[config.mk]
export PLATFORM = sky130hd
export DESIGN_NAME = gop_window_cache_policy_core
export DESIGN_NICKNAME = d
export VERILOG_FILES = /design/src/rtl/gwc_pkg.sv /design/src/rtl/gwc_cell.sv /design/src/rtl/gop_window_cache_policy_core.sv
export SDC_FILE = /design/constraint.sdc
export NUM_CORES = 2
export LEC_CHECK = 0
export BUFFER_PORTS_ARGS = -buffer_cell sky130_fd_sc_hd__buf_2
export CORE_AREA = 2 2 334 336
export CTS_CLUSTER_DIAMETER = 120
export DETAILED_ROUTE_END_ITERATION = 12
export DIE_AREA = 0 0 336 338
export PLACE_DENSITY = 0.77
export SYNTH_ARGS = -nofsm -noshare
export SYNTH_HDL_FRONTEND = slang
export SYNTH_SLANG_ARGS = --single-unit
[constraint.sdc]
create_clock -name clk -period 49.6 [get_ports clk]
set_input_delay 7.44 -clock clk [delete_from_list [all_inputs] [get_ports clk]]
set_output_delay 7.44 -clock clk [all_outputs]
set_load 0.05 [all_outputs]
[src/rtl/gwc_pkg.sv]
// Shared types and constants of the GOP window cache policy core.
// No dependencies.
package gwc_pkg;

	localparam int unsigned MaxGopsDefault = 16;
	localparam logic [15:0] FramesCap = 16'hFFFF;

	localparam logic [4:0]  RegCountReset = 5'd16;
	localparam logic [31:0] RegBytesReset = 32'd4194304;
	localparam logic [30:0] RegSpanReset  = 31'd0;

	typedef enum logic [1:0] {
		REG_MAX_GOP_COUNT   = 2'd0,
		REG_MAX_TOTAL_BYTES = 2'd1,
		REG_MAX_SPAN_MS     = 2'd2
	} reg_idx_t;

	typedef enum logic [2:0] {
		CAUSE_NONE      = 3'd0,
		CAUSE_BAD_FRAME = 3'd1,
		CAUSE_DISABLED  = 3'd2,
		CAUSE_NO_GOP    = 3'd3,
		CAUSE_GOP_LIMIT = 3'd4
	} cause_t;

	typedef struct packed {
		logic        frame_valid;
		logic        is_video;
		logic        is_keyframe;
		logic [23:0] frame_size;
		logic signed [31:0] frame_time;
	} frame_in_t;

	typedef struct packed {
		logic        accepted;
		logic [2:0]  reject_cause;
		logic [4:0]  evicted_count;
		logic [4:0]  gop_count;
		logic [31:0] cached_bytes;
		logic [15:0] latest_frames;
		logic signed [31:0] latest_start;
		logic [31:0] latest_bytes;
	} result_out_t;

	// One GOP descriptor.
	typedef struct packed {
		logic signed [31:0] start_time;
		logic signed [31:0] end_time;
		logic [31:0] bytes;
		logic [15:0] frames;
	} gop_desc_t;

	// Command broadcast along the row of cells.
	typedef struct packed {
		logic        shift;
		logic        append;
		logic signed [31:0] frame_time;
		logic [23:0] frame_size;
	} cell_cmd_t;

endpackage

[src/rtl/gwc_cell.sv]
// One GOP descriptor cell of the ring row.
// Depends on gwc_pkg.
module gwc_cell import gwc_pkg::*; (
	input  logic      clk,
	input  cell_cmd_t cmd,
	input  gop_desc_t prev,
	output gop_desc_t desc
);

	gop_desc_t desc_q;

	// Shift: take the neighbor's descriptor. Append: extend this GOP.
	always_ff @(posedge clk) begin
		if (cmd.shift) begin
			desc_q <= prev;
		end else if (cmd.append) begin
			desc_q.end_time <= cmd.frame_time;
			desc_q.bytes    <= desc_q.bytes + {8'd0, cmd.frame_size};
			if (desc_q.frames != FramesCap) begin
				desc_q.frames <= desc_q.frames + 16'd1;
			end
		end
	end

	assign desc = desc_q;

endmodule

[src/rtl/gop_window_cache_policy_core.sv]
// Top level of the GOP window cache policy core.
// Depends on gwc_pkg and gwc_cell.
//
// Usage: one frame descriptor is transferred on in_valid/in_stall (in_data),
// one result per frame comes back on out_valid/out_stall (out_data).
// Configuration writes go through cfg_we/cfg_index/cfg_data while idle;
// new limits apply from the next accepted frame.
// GOP descriptors live in a row of KEPT_GOPS+1 cells, newest in cell 0.
// A keyframe shifts the whole row by one cell; eviction of the oldest GOP
// just shrinks the fill count, reading the oldest cell through one mux.
// Sequence: take the frame, evaluate and update, evict the oldest GOP one
// at a time until the limits are met, then register the result; a rejected
// frame goes straight from evaluation to the result register.
// A frame is taken only while the sequencer is idle; a finished result
// waits in the output register while the next frame is already taken.
// When the receiver stalls, out_data holds; a new result waits for it.
// Reset empties the cache (fill and byte total zero) and loads the
// default limits: 16 GOPs, 4194304 bytes, no span limit. Cell contents
// need no reset; only cells below the fill count are ever read.
module gop_window_cache_policy_core import gwc_pkg::*; #(
	parameter int unsigned KEPT_GOPS = MaxGopsDefault
) (
	input  logic        clk,
	input  logic        arst_n,
	input  logic        in_valid,
	output logic        in_stall,
	input  frame_in_t   in_data,
	output logic        out_valid,
	input  logic        out_stall,
	output result_out_t out_data,
	input  logic        cfg_we,
	input  logic [1:0]  cfg_index,
	input  logic [31:0] cfg_data
);

	localparam int unsigned Slots = KEPT_GOPS + 1;
	localparam int unsigned IW    = $clog2(Slots);
	localparam int unsigned FW    = $clog2(Slots + 1);
	localparam int unsigned LW    = FW + 6;

	typedef enum logic [1:0] {S_IDLE, S_EVAL, S_TRIM, S_DONE} state_t;

	state_t       state_q;
	logic [4:0]   max_count_q;
	logic [31:0]  max_bytes_q;
	logic [30:0]  max_span_q;
	frame_in_t    frame_q;
	logic [2:0]   cause_q;
	logic [FW-1:0] fill_q;
	logic [FW-1:0] evict_q;
	logic [32:0]  bytes_q;
	logic         out_valid_q;
	result_out_t  out_q;

	gop_desc_t    cells [Slots];
	gop_desc_t    prevs [Slots];
	cell_cmd_t    cmd0;
	cell_cmd_t    cmd_rest;
	gop_desc_t    new_desc;
	gop_desc_t    newest;
	gop_desc_t    oldest;
	logic [IW-1:0] oldest_idx;
	logic [LW-1:0] count_lim;
	logic         is_bad;
	logic         is_disabled;
	logic         over_bytes_app;
	logic         over_span_app;
	logic         over;
	logic signed [32:0] span_app;
	logic signed [32:0] span_trim;
	logic         out_free;

	// Clamp the count register to KEPT_GOPS, the most GOPs kept.
	always_comb begin
		if ({{(LW-5){1'b0}}, max_count_q} > LW'(KEPT_GOPS)) begin
			count_lim = LW'(KEPT_GOPS);
		end else begin
			count_lim = {{(LW-5){1'b0}}, max_count_q};
		end
	end

	// Newest GOP sits in cell 0; the oldest sits at fill - 1.
	assign newest     = cells[0];
	assign oldest_idx = IW'(fill_q - FW'(1));
	assign oldest     = cells[oldest_idx];

	assign new_desc.start_time = frame_q.frame_time;
	assign new_desc.end_time   = frame_q.frame_time;
	assign new_desc.bytes      = {8'd0, frame_q.frame_size};
	assign new_desc.frames     = 16'd1;

	assign is_bad = !frame_q.frame_valid || !frame_q.is_video ||
		(frame_q.frame_size == 24'd0);
	assign is_disabled = (count_lim == '0) || (max_bytes_q == 32'd0) ||
		({8'd0, frame_q.frame_size} > max_bytes_q);

	// Append checks against the newest GOP.
	assign span_app = $signed({frame_q.frame_time[31], frame_q.frame_time}) -
		$signed({newest.start_time[31], newest.start_time});
	assign over_bytes_app = newest.bytes > (max_bytes_q - {8'd0, frame_q.frame_size});
	assign over_span_app  = (max_span_q != 31'd0) &&
		(span_app > $signed({2'b00, max_span_q}));

	// Trim check: count, byte budget, span from oldest start to newest end.
	assign span_trim = $signed({newest.end_time[31], newest.end_time}) -
		$signed({oldest.start_time[31], oldest.start_time});
	assign over = ({{(LW-FW){1'b0}}, fill_q} > count_lim) ||
		(bytes_q > {1'b0, max_bytes_q}) ||
		((fill_q > FW'(1)) && (max_span_q != 31'd0) &&
		 (span_trim > $signed({2'b00, max_span_q})));

	// Row commands: a keyframe shifts every cell, an append touches cell 0.
	always_comb begin
		cmd0 = '0;
		cmd0.frame_time = frame_q.frame_time;
		cmd0.frame_size = frame_q.frame_size;
		if (state_q == S_EVAL && !is_bad && !is_disabled) begin
			if (frame_q.is_keyframe) begin
				cmd0.shift = 1'b1;
			end else if (fill_q != '0 && !over_bytes_app && !over_span_app) begin
				cmd0.append = 1'b1;
			end
		end
		cmd_rest = cmd0;
		cmd_rest.append = 1'b0;
	end

	genvar gi;
	generate
		for (gi = 0; gi < Slots; gi++) begin : g_cell
			if (gi == 0) begin : g_head
				assign prevs[gi] = new_desc;
				gwc_cell u_cell (.clk(clk), .cmd(cmd0), .prev(prevs[gi]), .desc(cells[gi]));
			end else begin : g_body
				assign prevs[gi] = cells[gi-1];
				gwc_cell u_cell (.clk(clk), .cmd(cmd_rest), .prev(prevs[gi]),
					.desc(cells[gi]));
			end
		end
	endgenerate

	assign out_free = !out_valid_q || !out_stall;

	// Configuration registers.
	always_ff @(posedge clk or negedge arst_n) begin
		if (!arst_n) begin
			max_count_q <= RegCountReset;
			max_bytes_q <= RegBytesReset;
			max_span_q  <= RegSpanReset;
		end else if (cfg_we) begin
			case (cfg_index)
				REG_MAX_GOP_COUNT:   max_count_q <= cfg_data[4:0];
				REG_MAX_TOTAL_BYTES: max_bytes_q <= cfg_data;
				REG_MAX_SPAN_MS:     max_span_q  <= cfg_data[30:0];
				default: ;
			endcase
		end
	end

	// Sequencer: take, evaluate, evict one GOP a cycle, hand off the result.
	always_ff @(posedge clk or negedge arst_n) begin
		if (!arst_n) begin
			state_q     <= S_IDLE;
			fill_q      <= '0;
			bytes_q     <= '0;
			evict_q     <= '0;
			cause_q     <= CAUSE_NONE;
			out_valid_q <= 1'b0;
		end else begin
			// Raise valid on a new result, drop it once the result is taken.
			if (state_q == S_DONE && out_free) begin
				out_valid_q <= 1'b1;
			end else if (out_valid_q && !out_stall) begin
				out_valid_q <= 1'b0;
			end
			case (state_q)
				S_IDLE: begin
					if (in_valid) begin
						state_q <= S_EVAL;
					end
				end
				S_EVAL: begin
					evict_q <= '0;
					if (is_bad) begin
						cause_q <= CAUSE_BAD_FRAME;
						state_q <= S_DONE;
					end else if (is_disabled) begin
						cause_q <= CAUSE_DISABLED;
						state_q <= S_DONE;
					end else if (frame_q.is_keyframe) begin
						cause_q <= CAUSE_NONE;
						fill_q  <= fill_q + FW'(1);
						bytes_q <= bytes_q + {9'd0, frame_q.frame_size};
						state_q <= S_TRIM;
					end else if (fill_q == '0) begin
						cause_q <= CAUSE_NO_GOP;
						state_q <= S_DONE;
					end else if (over_bytes_app || over_span_app) begin
						cause_q <= CAUSE_GOP_LIMIT;
						state_q <= S_DONE;
					end else begin
						cause_q <= CAUSE_NONE;
						bytes_q <= bytes_q + {9'd0, frame_q.frame_size};
						state_q <= S_TRIM;
					end
				end
				S_TRIM: begin
					if (fill_q != '0 && over) begin
						fill_q  <= fill_q - FW'(1);
						bytes_q <= bytes_q - {1'b0, oldest.bytes};
						evict_q <= evict_q + FW'(1);
					end else begin
						state_q <= S_DONE;
					end
				end
				S_DONE: begin
					if (out_free) begin
						state_q <= S_IDLE;
					end
				end
				default: state_q <= S_IDLE;
			endcase
		end
	end

	// Frame and result payload registers.
	always_ff @(posedge clk) begin
		if (state_q == S_IDLE && in_valid) begin
			frame_q <= in_data;
		end
		if (state_q == S_DONE && out_free) begin
			out_q.accepted      <= (cause_q == CAUSE_NONE);
			out_q.reject_cause  <= cause_q;
			out_q.evicted_count <= 5'(evict_q);
			out_q.gop_count     <= 5'(fill_q);
			out_q.cached_bytes  <= bytes_q[31:0];
			if (fill_q != '0) begin
				out_q.latest_frames <= newest.frames;
				out_q.latest_start  <= newest.start_time;
				out_q.latest_bytes  <= newest.bytes;
			end else begin
				out_q.latest_frames <= 16'd0;
				out_q.latest_start  <= 32'sd0;
				out_q.latest_bytes  <= 32'd0;
			end
		end
	end

	assign in_stall  = (state_q != S_IDLE);
	assign out_valid = out_valid_q;
	assign out_data  = out_q;

endmodule

==> results.ini <==
[sta]
clock-skew-final_ps=26.6
final_hold_viol_count=0
setup_viol=0
tns_ps=0
report.final.slew_viol_count=0
rsz0062_at_grt=no
max-slew-margin-rel=0.182
tightest_slew_ps=1220
final.hold.worst_slack_ps=436
period_share=0.200
final.min_clock_period_ps=9940
post-route-worst-setup-slack_ps=39660
fmaxAchievable_mhz=101

[route]
drtPass1Iterations=5
drc_errors=0
route.detailed.vias_per_inst=6.35
initialDrtViolationCount=4547
drt_wl_total_um=158000
detail_route.wl_per_cell_um=25.4
ant_nets=0
detailroute.via_count=39485

[clock_tree]
worst_skew_pair.late_latency_ps=770
clock-sinks=1438
cts_inserted_buffers=148
cts_tree=yes
post_cts.repair.setup_buffers=0
cts-hold-fix-buffers=0
cts_max_level=4
cts.repair.resized=0
cts.reportedPaths.clkPinSlew_ps=60
clock_tree.root_cell=clkbuf_16
clock_path_buffers=3

[global_route]
grt_overflow_total=0
grt_first_pass_wirelength_um=237000
via_count_of_the_first_global_routing_pass=38748
grt_antenna_before_repair=18
track_usage=0.279
largest_net_degree_at_the_start_of_global_routing=201

[status]
status=finished clean

[setup_path]
setup.worst_path.end_class=flip-flop
crit_fanout=59
register_to_register_setup_slack_ps=39660
crit_path_max_incr_delay_ps=1010
critical_path.reg2reg.endpoint=bytes_q[1]
cp_slowest_cell=dfrtp_4
worst_path_most_repeated_cell=a21oi_1
critical_path.reg2reg.startpoint=fill_q[0]
worst-endpoint-required_ps=50220
setup.worst_path.class=flip-flop to flip-flop
rr_worst_depth=31
cp_data_arrival_time_ps=10560
setup.worst_path.start_class=flip-flop

[place]
dp_hpwl_um=104000
setup_slack_placement_ps=39190
gpl.final_weighted_congestion=0.930
place.port_buffers=225

[logic_synthesis]
synth.top_cell.area_share=0.593
synthesis.nets=4732
syn_inst=4343
syn_area_per_cell_um2=15.1
postSynth.topFlopCell=edfxtp_1
synth.yosys.seq_area_share=0.645
dominant_cell_type_by_area_after_synthesis=edfxtp_1
synth-async-reset-ratio=0.0814
synth_area_um2=65700
synth_cell_types=95
count_of_flip_flops_with_a_built_in_enable_after_synthesis=1297
seq_cells_post_synth=1438
yosysWarningCount=0
synth_top_cells_by_area=edfxtp_1, mux4_2, ha_1, dfrtp_1, nand2_1

[layout]
layout.cells.most_common_list=edfxtp_1, nand2_1, ha_1, mux4_2, buf_2
final_core_util=0.666
final_net_count=4995
layout-drive-gt1-share=0.187
syn2layout_area_growth_pct=11.6
final_common_cell=edfxtp_1

[floorplan]
fp.dieArea_um2=114000
placeableCoreArea_um2=110000
vert_die_dim_um=338
floorplan.io_pins=226
die_w_um=336
initial_utilization=0.597
num_rows=122

[power]
cellLeakagePower_nw=26.6
total_power_mw=5.17
power-per-cell-area_nw_per_um2=70.5
peakVddDrop_mv=0.0584

[min_path]
holdCritPathClass=flip-flop to flip-flop
holdPathStages=0
hold_path.startpoint=g_cell[14].g_body.u_cell.desc[106]
min_delay_worst_endpoint=g_cell[15].g_body.u_cell.desc[106]

[job]
max_cap_violations=0

[state kept, by name, summed over array words and instances, names as in the netlist, 5 cells and up]
register and cells:
max_count_q 5, evict_q 5, bytes_q 33, g_cell.g_body.u_cell.desc 1024, max_span_q 31, max_bytes_q 32, out_data 126, g_cell.g_head.u_cell.desc 112
fill_q 5, cmd0 56
[power breakdown]
| group | switching (mW) | total (mW) | internal (mW) |
|---|---|---|---|
| combinational | 1.46 | 2.46 | 0.999 |
| sequential | 0.126 | 1.61 | 1.48 |
| clock | 0.473 | 1.10 | 0.623 |
| total | 2.06 | 5.17 | 3.10 |
[worst max-delay path: cells and delay by family (launching register included)]
kind / cells / cell delay (ps)
AND/OR/NAND/NOR: 4 / 430
AO/OA/AOI/OAI: 17 / 3970
flip-flops: 1 / 1010
multiplexers: 2 / 830
adder cells (fa/ha/maj): 4 / 1890
buffers and inverters: 3 / 1460
XOR/XNOR: 1 / 140
[layer usage]
| metal | up-vias | global-route usage | share of wire | routed length (um) |
|---|---|---|---|---|
| met5 | - | 0 | 0.0011 | 178 |
| met4 | 28 | 0.0963 | 0.032 | 4980 |
| met2 | 1696 | 0.418 | 0.45 | 71500 |
| met3 | 304 | 0.0618 | 0.091 | 14300 |
| met1 | 20050 | 0.410 | 0.42 | 66700 |
| li1 | 17407 | - | - | - |
[cell families after synthesis]
kind of cell    synth area share
mux                        0.108
simple gates              0.0797
xor+xnor                  0.0223
fa+ha+maj                 0.0560
compound gates            0.0694
buf+inv                   0.0198
flops                      0.645
[stage by stage]
stage / instance area, um^2 / instances
final: 73300 / 6217
after global routing: 73300 / 6213
after CTS: 73300 / 6213
after detailed placement: 68500 / 5944
after global placement: 68500 / 5944
after floorplan: 65700 / 4343
[final cells by class]
class / instances / area (um^2)
Sequential cell: 1438 / 42400
Fill cell: 7539 / 36800
Multi-Input combinational cell: 2567 / 22100
Clock buffer: 196 / 4120
Tap cell: 1488 / 1860
Timing Repair Buffer: 274 / 1510
Inverter: 177 / 664
Clock inverter: 73 / 602
Antenna cell: 4 / 10.0
[worst max path at each step]
| stage | startpoint | end | slack, ps | cells after the start |
|---|---|---|---|---|
| floorplan | cmd0[0] | g_cell[0].g_head.u_cell.desc[100] | 16570 | 14 |
| global placement | out_stall | out_data[86] | 39270 | 4 |
| detailed placement | out_stall | out_data[88] | 39190 | 4 |
| CTS | fill_q[0] | bytes_q[1] | 39730 | 31 |
| global route | fill_q[0] | bytes_q[1] | 39050 | 31 |
| finish | fill_q[0] | bytes_q[1] | 39660 | 31 |
[synth_stat cells, types with 6 or more instances]
| cell type | n |
|---|---|
| a211oi_1 | 28 |
| a21o_1 | 80 |
| a21oi_1 | 178 |
| a22o_1 | 26 |
| a31o_2 | 8 |
| a31oi_1 | 10 |
| a32o_1 | 10 |
| a32oi_1 | 47 |
| and2_1 | 15 |
| and3_1 | 24 |
| and4_1 | 8 |
| buf_1 | 52 |
| buf_2 | 6 |
| clkbuf_1 | 100 |
| dfrtp_1 | 115 |
| dfxtp_1 | 24 |
| edfxtp_1 | 1297 |
| ha_1 | 286 |
| inv_1 | 176 |
| mux2_2 | 69 |
| mux2_4 | 29 |
| mux2i_1 | 7 |
| mux4_2 | 256 |
| nand2_1 | 364 |
| nand2b_1 | 35 |
| nand3_1 | 190 |
| nand4_1 | 43 |
| nor2_1 | 164 |
| nor2b_1 | 111 |
| nor3_1 | 41 |
| nor3b_1 | 6 |
| nor4_1 | 24 |
| o2111ai_1 | 6 |
| o211ai_1 | 18 |
| o21a_1 | 27 |
| o21ai_0 | 124 |
| o21ai_1 | 6 |
| o21bai_1 | 25 |
| o31ai_1 | 14 |
| or2_2 | 6 |
| or3_1 | 21 |
| or4_1 | 7 |
| xnor2_1 | 107 |
| xor2_1 | 60 |
No activity file was read; power rests on OpenSTA's default activity.
